File: config.mk
export PLATFORM = sky130hd
export DESIGN_NAME = config_packet_tlv_parser_unit
export DESIGN_NICKNAME = d
export VERILOG_FILES = /design/src/rtl/cpt_pkg.sv /design/src/rtl/config_packet_tlv_parser_unit.sv /design/src/rtl/cpt_cfg_regs.sv /design/src/rtl/cpt_parser.sv
export SDC_FILE = /design/constraint.sdc
export NUM_CORES = 1
export LEC_CHECK = 0
export BUFFER_PORTS_ARGS = -buffer_cell sky130_fd_sc_hd__buf_2
export CORE_MARGIN = 8
export CORE_UTILIZATION = 50
export DETAILED_ROUTE_END_ITERATION = 10
export PLACE_DENSITY = 0.7
export SLEW_MARGIN = 20
export SYNTH_ARGS = -nofsm -noshare
export SYNTH_HDL_FRONTEND = slang
export SYNTH_SLANG_ARGS = --single-unit
File: constraint.sdc
create_clock -name i_clk -period 5.35 [get_ports i_clk]
set_clock_uncertainty 0.05 [all_clocks]
set_input_delay 0.8025 -clock i_clk [delete_from_list [all_inputs] [get_ports i_clk]]
set_output_delay 0.8025 -clock i_clk [all_outputs]
set_load 0.02 [all_outputs]
File: src/rtl/cpt_pkg.sv
package cpt_pkg;

    // configuration register indexes
    localparam logic [2:0] CFG_PACKET_TYPE   = 3'd0;
    localparam logic [2:0] CFG_DEVICE_SUFFIX = 3'd1;
    localparam logic [2:0] CFG_MAX_ENTRIES   = 3'd2;
    localparam logic [2:0] CFG_MAX_KEY_LEN   = 3'd3;
    localparam logic [2:0] CFG_MAX_VALUE_LEN = 3'd4;

    localparam int unsigned CFG_ADDR_W = 3;
    localparam int unsigned CFG_DATA_W = 32;

    // byte classes
    localparam logic [2:0] CLS_HEADER = 3'd0;
    localparam logic [2:0] CLS_KEY    = 3'd1;
    localparam logic [2:0] CLS_VALUE  = 3'd2;
    localparam logic [2:0] CLS_TRAIL  = 3'd3;
    localparam logic [2:0] CLS_ERROR  = 3'd4;

    // error codes
    localparam logic [2:0] ERR_NONE      = 3'd0;
    localparam logic [2:0] ERR_TYPE      = 3'd1;
    localparam logic [2:0] ERR_SUFFIX    = 3'd2;
    localparam logic [2:0] ERR_COUNT     = 3'd3;
    localparam logic [2:0] ERR_TRUNC     = 3'd4;
    localparam logic [2:0] ERR_KEY_LEN   = 3'd5;
    localparam logic [2:0] ERR_VALUE_LEN = 3'd6;

    typedef struct packed {
        logic [7:0]  packet_type;
        logic [31:0] device_suffix;
        logic [7:0]  max_entries;
        logic [7:0]  max_key_len;
        logic [7:0]  max_value_len;
    } t_cfg;

    typedef struct packed {
        logic [2:0] byte_class;
        logic [7:0] out_byte;
        logic [7:0] entry_index;
        logic       entry_end;
        logic       packet_end;
        logic [2:0] error_code;
        logic [7:0] entry_count;
    } t_result;

endpackage

File: src/rtl/config_packet_tlv_parser_unit.sv
// Configuration packet payload parser. Payload words (one byte each, signature
// already stripped, last byte flagged) are checked against the expected packet
// type and device suffix (an all-zero suffix is broadcast), then the setting
// count and the key-length/key/value-length/value records are walked. Every
// byte comes back out tagged with its class and entry index; the first
// violation is held as a sticky error code (an end inside the header reports
// truncation instead), and the verdict plus the entry count ride on the last
// byte, after which the parser is ready for the next packet. Throughput is one
// word per clock while the result channel does not stall: each word is held in
// the input register and its parse (a few compares and counter updates) runs
// between that register and the output register, which presents the result
// word. Configuration writes are taken at any time but must only be issued
// while no packet is in flight.
module config_packet_tlv_parser_unit #(
    parameter int unsigned SUFFIX_BYTES = 4
) (
    input  logic                            i_clk,
    input  logic                            i_rst_n,
    // config write port
    input  logic                            i_cfg_wr_en,
    input  logic [cpt_pkg::CFG_ADDR_W-1:0]  i_cfg_addr,
    input  logic [cpt_pkg::CFG_DATA_W-1:0]  i_cfg_wdata,
    // input word channel
    input  logic                            i_in_valid,
    output logic                            o_in_stall,
    input  logic [7:0]                      i_data_byte,
    input  logic                            i_payload_last,
    // result word channel
    output logic                            o_out_valid,
    input  logic                            i_out_stall,
    output logic [2:0]                      o_byte_class,
    output logic [7:0]                      o_out_byte,
    output logic [7:0]                      o_entry_index,
    output logic                            o_entry_end,
    output logic                            o_packet_end,
    output logic [2:0]                      o_error_code,
    output logic [7:0]                      o_entry_count
);

    cpt_pkg::t_cfg    w_cfg;
    cpt_pkg::t_result w_res;

    // input register
    logic       r_s1_valid;
    logic [7:0] r_s1_byte;
    logic       r_s1_last;

    // result register
    logic             r_out_valid;
    cpt_pkg::t_result r_out;

    logic w_out_free;
    logic w_step;
    logic w_accept;

    assign w_out_free = !r_out_valid || !i_out_stall;
    assign w_step     = r_s1_valid && w_out_free;
    assign o_in_stall = r_s1_valid && !w_out_free;
    assign w_accept   = i_in_valid && !o_in_stall;

    cpt_cfg_regs u_cfg (
        .i_clk   (i_clk),
        .i_rst_n (i_rst_n),
        .i_wr_en (i_cfg_wr_en),
        .i_addr  (i_cfg_addr),
        .i_wdata (i_cfg_wdata),
        .o_cfg   (w_cfg)
    );

    cpt_parser #(
        .SUFFIX_BYTES (SUFFIX_BYTES)
    ) u_parser (
        .i_clk   (i_clk),
        .i_rst_n (i_rst_n),
        .i_step  (w_step),
        .i_byte  (r_s1_byte),
        .i_last  (r_s1_last),
        .i_cfg   (w_cfg),
        .o_res   (w_res)
    );

    // valid bits
    always_ff @(posedge i_clk) begin
        if (!i_rst_n) begin
            r_s1_valid  <= 1'b0;
            r_out_valid <= 1'b0;
        end else begin
            if (!o_in_stall) r_s1_valid <= i_in_valid;
            if (w_out_free) r_out_valid <= r_s1_valid;
        end
    end

    // payload, no reset
    always_ff @(posedge i_clk) begin
        if (w_accept) begin
            r_s1_byte <= i_data_byte;
            r_s1_last <= i_payload_last;
        end
        if (w_step) r_out <= w_res;
    end

    assign o_out_valid   = r_out_valid;
    assign o_byte_class  = r_out.byte_class;
    assign o_out_byte    = r_out.out_byte;
    assign o_entry_index = r_out.entry_index;
    assign o_entry_end   = r_out.entry_end;
    assign o_packet_end  = r_out.packet_end;
    assign o_error_code  = r_out.error_code;
    assign o_entry_count = r_out.entry_count;

endmodule

File: src/rtl/cpt_cfg_regs.sv
module cpt_cfg_regs (
    input  logic                            i_clk,
    input  logic                            i_rst_n,
    input  logic                            i_wr_en,
    input  logic [cpt_pkg::CFG_ADDR_W-1:0]  i_addr,
    input  logic [cpt_pkg::CFG_DATA_W-1:0]  i_wdata,
    output cpt_pkg::t_cfg                   o_cfg
);

    cpt_pkg::t_cfg r_cfg;

    always_ff @(posedge i_clk) begin
        if (!i_rst_n) begin
            r_cfg.packet_type   <= 8'd0;
            r_cfg.device_suffix <= 32'd0;
            r_cfg.max_entries   <= 8'd8;
            r_cfg.max_key_len   <= 8'd32;
            r_cfg.max_value_len <= 8'd64;
        end else if (i_wr_en) begin
            case (i_addr)
                cpt_pkg::CFG_PACKET_TYPE:   r_cfg.packet_type   <= i_wdata[7:0];
                cpt_pkg::CFG_DEVICE_SUFFIX: r_cfg.device_suffix <= i_wdata[31:0];
                cpt_pkg::CFG_MAX_ENTRIES:   r_cfg.max_entries   <= i_wdata[7:0];
                cpt_pkg::CFG_MAX_KEY_LEN:   r_cfg.max_key_len   <= i_wdata[7:0];
                cpt_pkg::CFG_MAX_VALUE_LEN: r_cfg.max_value_len <= i_wdata[7:0];
                default: ;
            endcase
        end
    end

    assign o_cfg = r_cfg;

endmodule

File: src/rtl/cpt_parser.sv
module cpt_parser #(
    parameter int unsigned SUFFIX_BYTES = 4
) (
    input  logic              i_clk,
    input  logic              i_rst_n,
    input  logic              i_step,
    input  logic [7:0]        i_byte,
    input  logic              i_last,
    input  cpt_pkg::t_cfg     i_cfg,
    output cpt_pkg::t_result  o_res
);

    localparam int unsigned HPW  = $clog2(SUFFIX_BYTES + 3);
    localparam int unsigned SFXW = (SUFFIX_BYTES * 8 > 32) ? SUFFIX_BYTES * 8 : 32;

    localparam logic [HPW-1:0] HP_SFX_LAST = HPW'(SUFFIX_BYTES);
    localparam logic [HPW-1:0] HP_COUNT    = HPW'(SUFFIX_BYTES + 1);
    localparam logic [HPW-1:0] HP_SAT      = HPW'(SUFFIX_BYTES + 2);

    localparam logic [2:0] PH_HEADER = 3'd0;
    localparam logic [2:0] PH_KEYLEN = 3'd1;
    localparam logic [2:0] PH_KEY    = 3'd2;
    localparam logic [2:0] PH_VALLEN = 3'd3;
    localparam logic [2:0] PH_VALUE  = 3'd4;
    localparam logic [2:0] PH_TRAIL  = 3'd5;
    localparam logic [2:0] PH_ERROR  = 3'd6;

    logic [2:0]     r_phase,    n_phase;
    logic [HPW-1:0] r_hdr_pos,  n_hdr_pos;
    logic [7:0]     r_left,     n_left;
    logic [7:0]     r_total,    n_total;
    logic [7:0]     r_done,     n_done;
    logic           r_all_zero, n_all_zero;
    logic           r_match,    n_match;
    logic [2:0]     r_err,      n_err;

    logic [SFXW-1:0] w_sfx_ext;
    logic [HPW-1:0]  w_sel;
    logic [7:0]      w_want;

    assign w_sfx_ext = SFXW'(i_cfg.device_suffix);
    assign w_sel     = HP_SFX_LAST - r_hdr_pos;
    assign w_want    = 8'(w_sfx_ext >> {w_sel, 3'b000});

    always_comb begin
        logic [2:0] cls;
        logic [7:0] idx;
        logic       eend;

        cls  = cpt_pkg::CLS_HEADER;
        idx  = r_done;
        eend = 1'b0;

        n_phase    = r_phase;
        n_hdr_pos  = r_hdr_pos;
        n_left     = r_left;
        n_total    = r_total;
        n_done     = r_done;
        n_all_zero = r_all_zero;
        n_match    = r_match;
        n_err      = r_err;

        if (r_hdr_pos < HP_SAT) n_hdr_pos = r_hdr_pos + 1'b1;

        case (r_phase)
            PH_HEADER: begin
                idx = 8'd0;
                if (r_hdr_pos == '0) begin
                    if (i_byte != i_cfg.packet_type) begin
                        if (r_err == cpt_pkg::ERR_NONE) n_err = cpt_pkg::ERR_TYPE;
                        n_phase = PH_ERROR;
                    end
                end else if (r_hdr_pos <= HP_SFX_LAST) begin
                    if (i_byte != 8'd0) n_all_zero = 1'b0;
                    if (i_byte != w_want) n_match = 1'b0;
                    if (r_hdr_pos == HP_SFX_LAST && !n_all_zero && !n_match) begin
                        if (r_err == cpt_pkg::ERR_NONE) n_err = cpt_pkg::ERR_SUFFIX;
                        n_phase = PH_ERROR;
                    end
                end else begin
                    n_total = i_byte;
                    if (i_byte == 8'd0 || i_byte > i_cfg.max_entries) begin
                        if (r_err == cpt_pkg::ERR_NONE) n_err = cpt_pkg::ERR_COUNT;
                        n_phase = PH_ERROR;
                    end else begin
                        n_phase = PH_KEYLEN;
                    end
                end
            end
            PH_KEYLEN: begin
                if (i_byte == 8'd0 || i_byte > i_cfg.max_key_len) begin
                    if (r_err == cpt_pkg::ERR_NONE) n_err = cpt_pkg::ERR_KEY_LEN;
                    n_phase = PH_ERROR;
                end else begin
                    n_left  = i_byte;
                    n_phase = PH_KEY;
                end
            end
            PH_KEY: begin
                cls    = cpt_pkg::CLS_KEY;
                n_left = r_left - 1'b1;
                if (n_left == 8'd0) n_phase = PH_VALLEN;
            end
            PH_VALLEN: begin
                if (i_byte > i_cfg.max_value_len) begin
                    if (r_err == cpt_pkg::ERR_NONE) n_err = cpt_pkg::ERR_VALUE_LEN;
                    n_phase = PH_ERROR;
                end else if (i_byte == 8'd0) begin
                    // empty value closes the entry on its length byte
                    eend    = 1'b1;
                    n_done  = r_done + 1'b1;
                    n_phase = (n_done == r_total) ? PH_TRAIL : PH_KEYLEN;
                end else begin
                    n_left  = i_byte;
                    n_phase = PH_VALUE;
                end
            end
            PH_VALUE: begin
                cls    = cpt_pkg::CLS_VALUE;
                n_left = r_left - 1'b1;
                if (n_left == 8'd0) begin
                    eend    = 1'b1;
                    n_done  = r_done + 1'b1;
                    n_phase = (n_done == r_total) ? PH_TRAIL : PH_KEYLEN;
                end
            end
            PH_TRAIL: begin
                cls = cpt_pkg::CLS_TRAIL;
                idx = 8'd0;
            end
            default: begin
                cls = cpt_pkg::CLS_ERROR;
                idx = 8'd0;
            end
        endcase

        // verdict: short header overrides, otherwise unfinished entries
        if (i_last) begin
            if (r_hdr_pos < HP_COUNT) n_err = cpt_pkg::ERR_TRUNC;
            else if (n_err == cpt_pkg::ERR_NONE && n_phase != PH_TRAIL)
                n_err = cpt_pkg::ERR_TRUNC;
        end

        o_res.byte_class  = cls;
        o_res.out_byte    = i_byte;
        o_res.entry_index = idx;
        o_res.entry_end   = eend;
        o_res.packet_end  = i_last;
        o_res.error_code  = n_err;
        o_res.entry_count = i_last ? n_total : 8'd0;
    end

    always_ff @(posedge i_clk) begin
        if (!i_rst_n || (i_step && i_last)) begin
            r_phase    <= PH_HEADER;
            r_hdr_pos  <= '0;
            r_left     <= 8'd0;
            r_total    <= 8'd0;
            r_done     <= 8'd0;
            r_all_zero <= 1'b1;
            r_match    <= 1'b1;
            r_err      <= cpt_pkg::ERR_NONE;
        end else if (i_step) begin
            r_phase    <= n_phase;
            r_hdr_pos  <= n_hdr_pos;
            r_left     <= n_left;
            r_total    <= n_total;
            r_done     <= n_done;
            r_all_zero <= n_all_zero;
            r_match    <= n_match;
            r_err      <= n_err;
        end
    end

endmodule

After elaboration in Yosys (flattened, before gate mapping)
Cells that the tools add are included.

Register bits: 142. Logic and storage cells: 147. Output and inout bits: 34.

$add $sub $neg: 4. Reduce and logical (&&, ||, !) cells: 40. Shifts and indexed selects: 1. Bitwise gates (word level): 1. Magnitude comparators: 6. Muxes and demuxes: 52. Equal/unequal tests: 19.

Operators by type and width (count): $mux 3 (26); $mux 8 (9); $shr 32x6->8 (1); $gt 8x8->1 (3); $pmux 8 s3 (1); $logic_not 8->1 (2); $ne 8x8->1 (2); $pmux 8 s2 (1); $logic_not 3->1 (5); $pmux 3 s5 (1); $eq 3x2->1 const B (4); $eq 3x3->1 const B (4); $pmux 3 s4 (1); $reduce_and 2->1 (6); $mux 1 (11); $reduce_and 5->1 (2); $pmux 3 s3 (1); $add 8x1->8 const B (1); $eq 8x8->1 (1); $reduce_bool 8->1 (1); $sub 8x1->8 const B (1); $logic_and 1x1->1 (7); $logic_not 1->1 (7); $eq 3x1->1 const B (2); other kinds (16) (23).

Depth between registers and ports, before layout
Word-level depth: 18. Gate-level depth with buffers: 13. Gate-level depth less buffers: 11.

By module
A second synthesis with hierarchy kept.

Cell total of the unflattened synthesis: 789. Area, all modules: 7429.6 um^2.

By module, submodules not included: cpt_parser (seq. area each 700.7 um^2, area an instance 3654.8 um^2, cells an instance 489, times used 1); cpt_cfg_regs (seq. area each 1281.2 um^2, area an instance 2459.9 um^2, cells an instance 251, times used 1); config_packet_tlv_parser_unit (seq. area each 1271.2 um^2, area an instance 1315.0 um^2, cells an instance 49, times used 1).

Worst setup path before layout
Ideal clock, no wire load.

Path kind: register to register. Start: register u_parser.r_hdr_pos[0]. End: register r_out (netlist bit o_error_code[2]) (data pin). Stages on the path, launching flop included: 13. Arrival: 2.890 ns. Setup slack: 2.154 ns. Path buffers: 2. Required time: 5.044 ns. Library setup time: 0.256 ns. Path through: dfxtp_1 > buf_2 > inv_1 > ha_1 > clkbuf_1 > mux4_2 > and3_1 > o21ai_0 > o311ai_0 > a31o_2 > a31oi_1 > o2111ai_1 > a41o_1.

Cells in the longest elaborated chain, start to end: 18. Elaborated cells on any way between the ends: 28. Classes of those cells: add/sub (1); order compare (2); eq/ne (3); shift (1); mux (15); reduce/logical (6).

Ends and longest elaborated chain: start: declaration (RTL line cpt_parser.sv:29) `logic [HPW-1:0] r_hdr_pos, n_hdr_pos;`; start signal: assignment (RTL line cpt_parser.sv:165) `r_hdr_pos <= n_hdr_pos;`; $sub 3x3->3 (RTL line cpt_parser.sv:42) `assign w_sel = HP_SFX_LAST - r_hdr_pos;`; $shr 32x6->8 (RTL line cpt_parser.sv:43) `assign w_want = 8'(w_sfx_ext >> {w_sel, 3'b000});`; $ne 8x8->1 (RTL line cpt_parser.sv:75) `if (i_byte != w_want) n_match = 1'b0;`; $mux 1 (RTL line cpt_parser.sv:75); $mux 1 (RTL line cpt_parser.sv:73) `end else if (r_hdr_pos <= HP_SFX_LAST) begin`; $mux 1 (RTL line cpt_parser.sv:68) `if (r_hdr_pos == '0) begin`; $mux 1 (RTL line cpt_parser.sv:65) `case (r_phase)`; $logic_not 1->1 (RTL line cpt_parser.sv:76) `if (r_hdr_pos == HP_SFX_LAST && !n_all_zero && !n_match) begin`; [... 3 more ...]; $mux 3 (RTL line cpt_parser.sv:68); $pmux 3 s5 / $pmux 3 s3 (equally long branches) (RTL line cpt_parser.sv:65); $ne 3x3->1 / $logic_not 3->1 (equally long branches) (RTL line cpt_parser.sv:140) `else if (n_err == cpt_pkg::ERR_NONE && n_phase != PH_TRAIL)`; $logic_and 1x1->1 (RTL line cpt_parser.sv:140); $mux 3 (RTL line cpt_parser.sv:140); $mux 3 (RTL line cpt_parser.sv:139) `if (r_hdr_pos < HP_COUNT) n_err = cpt_pkg::ERR_TRUNC;`; $mux 3 (*) (RTL line cpt_parser.sv:138) `if (i_last) begin`; net u_parser.n_err[2] (RTL line cpt_parser.sv:35) `logic [2:0] r_err, n_err;`; end signal: assignment (RTL line config_packet_tlv_parser_unit.sv:99) `if (w_step) r_out <= w_res;`; end: declaration (RTL line config_packet_tlv_parser_unit.sv:50) `cpt_pkg::t_result r_out;`.

The timed path passes the listed nets; every way through them passes the cells marked *. The select of a mux whose other input is x is not followed. A chain may end at the register's enable or synchronous reset.

Worst setup path in the final report
Same ends and word-level chain as after synthesis.

==> out/results.env <==
TRITONCTS='done'
STATUS='finished, final reports clean'
P_LEAK_uW=0.00310
DETAIL_ROUTE.WIRELENGTH_UM=17200
DRT_PRE_ANTENNA_ITERS=5
POSTCTSHOLDBUFS=0
TIMING.HOLD.WORST_PATH_DEPTH=2
PATH_CLASS='reg2reg'
REQUIRED_NS=5.48
DP_SLACK_NS=1.89
FINAL.PERIOD_UTILIZATION=0.646
DP_HPWL_UM=12200
CELL_COUNT_AFTER_SYNTHESIS=824
GRT_PASS1_VIAS=5678
CTS_CLK_PIN_SLEW_WORST_PATHS_NS=0.06
SYN_AVG_CELL_AREA_SQ_UM=8.85
SLEW_VIOLATIONS=0
DRCVIOLATIONCOUNT=0
EDFF_COUNT_SYNTH=41
NUMCTSBUFFERS=17
POST-ROUTE-MIN-PERIOD_NS=3.46
CRITICAL_PATH.ENDPOINT_TYPE='register'
TIMING.MAX_SLEW.REL_SLACK=0.379
GLOBAL_ROUTE.USAGE.TOTAL=0.193
FINAL_UTIL=0.583
POSTCTSRESIZEDCELLS=0
SYNTH_CELL_TYPES=60
CTSLONGESTPATHBUFFERS=2
ROUTE.VIAS.TOTAL=5968
DRT-VIAS-PER-INSTANCE=5.53
IO_BUF_COUNT=82
LAYOUT.CELLS.MOST_COMMON_LIST='185 x sky130_fd_sc_hd__nand2_1, 101 x sky130_fd_sc_hd__dfxtp_1, 82 x sky130_fd_sc_hd__buf_2'
FINAL_SETUP_VIO_COUNT=0
CRIT_PATH_MAX_FANOUT=12
AREAGROWTHSYNTHTOFINISH_PCT=14.9
PWR_DENSITY_CELL_mW_PER_MM2=309
CORE_AREA_SQ_MM=0.0144
FLOORPLAN.ROWS=44
POWER.TOTAL_uW=2580
DIE_HEIGHT_UM=137
SYNTHARSTFLOPSHARE=0
GLOBALPLACE.CONGESTION=0.870
MAX_CAP_VIOLATIONS=0
FINAL_NET_COUNT=962
ANT_NETS=0
SYNTH-MAIN-FF-CELL='sky130_fd_sc_hd__dfxtp_1'
TOTALNEGATIVESETUPSLACK_NS=0
FP.DIEAREA_SQ_MM=0.0187
WORST_R2R_PATH_DEPTH=10
SYNTH-SEQ-CELLS=142
START_UTIL=0.507
GRT-OVFL-TOTAL=0
YOSYS_WARNINGS=0
VDD_IR_DROP_MAX_mV=0.203
HOLD-WORST-SLACK_NS=0.411
POST_SYNTH_INSTANCE_AREA_SQ_MM=0.00729
POSTCTSSETUPBUFFERS=0
PIN_COUNT_OF_THE_BIGGEST_NET_ENTERING_GLOBAL_ROUTING=70
WORST_PIN_SLEW_NS=0.930
DIE_WIDTH_UM=137
FMAX_GHz=0.289
MOSTFREQUENTLAYOUTCELL='sky130_fd_sc_hd__nand2_1'
CLK_ROOT_BUFFER_CELL='sky130_fd_sc_hd__clkbuf_16'
GRT_ANTENNA_BEFORE_REPAIR=0
TIMING.CRITICAL_PATH.ARRIVAL_NS=3.59
LAYOUT-DRIVE-GT1-SHARE=0.152
CLOCK_LATENCY_NS=0.43
YOSYSSEQAREASHARE=0.446
SYNTH.NET_COUNT=904
GRT_FIRST_PASS_WIRELENGTH_UM=28700
WORSTHOLDPATHTYPE='reg2reg'
DRTITER0DRC=667
HOLD_FAILS_FINAL_RPT=0
CLOCK-SINKS=142
ROUTEDWLPERCELL_UM=15.9
SETUP.WORST_PATH.START_CLASS='register'
RSZ0062_AT_GRT='no'
POST-ROUTE-WORST-SETUP-SLACK_NS=1.89
DIODES=0
PIN_COUNT=83
CTSHTREEMAXLEVEL=4
[synthesized netlist by cell type (13+ instances only)]
| master | n | area share |
|---|---|---|
| sky130_fd_sc_hd__a21oi_1 | 37 | 0.025 |
| sky130_fd_sc_hd__o21ai_0 | 20 | 0.014 |
| sky130_fd_sc_hd__ha_1 | 31 | 0.053 |
| sky130_fd_sc_hd__nor2_1 | 51 | 0.026 |
| sky130_fd_sc_hd__a21boi_0 | 61 | 0.063 |
| sky130_fd_sc_hd__nor2b_1 | 15 | 0.013 |
| sky130_fd_sc_hd__dfxtp_1 | 101 | 0.28 |
| sky130_fd_sc_hd__xor2_1 | 18 | 0.022 |
| sky130_fd_sc_hd__and2_1 | 15 | 0.013 |
| sky130_fd_sc_hd__inv_1 | 34 | 0.018 |
| sky130_fd_sc_hd__nand4_1 | 13 | 0.011 |
| sky130_fd_sc_hd__edfxtp_1 | 41 | 0.17 |
| sky130_fd_sc_hd__clkbuf_1 | 39 | 0.020 |
| sky130_fd_sc_hd__nand2_1 | 185 | 0.095 |
[worst max-delay path, cell delays in order (launching register included)]
cell,delay [ns]
sky130_fd_sc_hd__dfxtp_1,0.72
sky130_fd_sc_hd__inv_1,0.10
sky130_fd_sc_hd__ha_1,0.51
sky130_fd_sc_hd__mux4_2,0.41
sky130_fd_sc_hd__and3_1,0.20
sky130_fd_sc_hd__o21ai_0,0.13
sky130_fd_sc_hd__o311ai_0,0.18
sky130_fd_sc_hd__a31o_2,0.29
sky130_fd_sc_hd__a31oi_1,0.22
sky130_fd_sc_hd__o2111ai_1,0.14
sky130_fd_sc_hd__a41o_1,0.26
[per-layer routing]
layer,GRT usage,vias up,share of wire
met5,0,-,0
met4,0.0787,0,0.022
met3,0.0481,34,0.072
met2,0.292,198,0.44
met1,0.257,2736,0.47
li1,-,3000,-
[where the power goes]
part	total (uW)	internal, uW	switching, uW
registers	1180	1140	40.1
logic	246	97.0	149
clock network	1160	698	460
total	2580	1940	649
[layout make-up]
class                      count  area, sq um
tap                          184          230
multi-input combinational    599         3730
inverter                      35          131
fill                        1280         5990
clock buffer                  19          443
clock inverter                13          138
sequential                   142         3250
timing repair buffer          87          448
[path summary, 6_finish.rpt]
kind	startpoint	end	slack [ns]
hold reg to reg	u_cfg.o_cfg[44]$_SDFFE_PN0P_	u_cfg.o_cfg[44]$_SDFFE_PN0P_	0.41
setup / recovery	u_parser.r_hdr_pos[0]$_SDFFE_PP0P_	o_error_code[2]$_DFFE_PP_	1.89
setup reg to reg	u_parser.r_hdr_pos[0]$_SDFFE_PP0P_	o_error_code[2]$_DFFE_PP_	1.89
hold / removal	u_cfg.o_cfg[44]$_SDFFE_PN0P_	u_cfg.o_cfg[44]$_SDFFE_PN0P_	0.41
[sequential cells by signal, summed over array words and instances, names as in the netlist, 8 cells and up]
name              cells
o_entry_count         8
o_entry_index         8
o_out_byte            8
r_s1_byte             8
u_cfg.o_cfg          64
u_parser.r_done       8
u_parser.r_left       8
u_parser.r_total      8
[cells by family after synthesis]
kind of cell	count (synthesis)	share of synthesized area
simple gates	344	0.216
fa+ha+maj	31	0.0532
compound gates	176	0.167
buf+inv	83	0.0438
xor+xnor	30	0.0360
mux	18	0.0384
flops	142	0.446
[through the flow]
stage / instance area, sq um / cells
final: 8380 / 1079
after global routing: 8380 / 1079
after CTS: 8370 / 1079
after detailed placement: 7790 / 1047
after global placement: 7790 / 1047
after floorplan: 7290 / 824
Power figures use the tool's default switching activity.
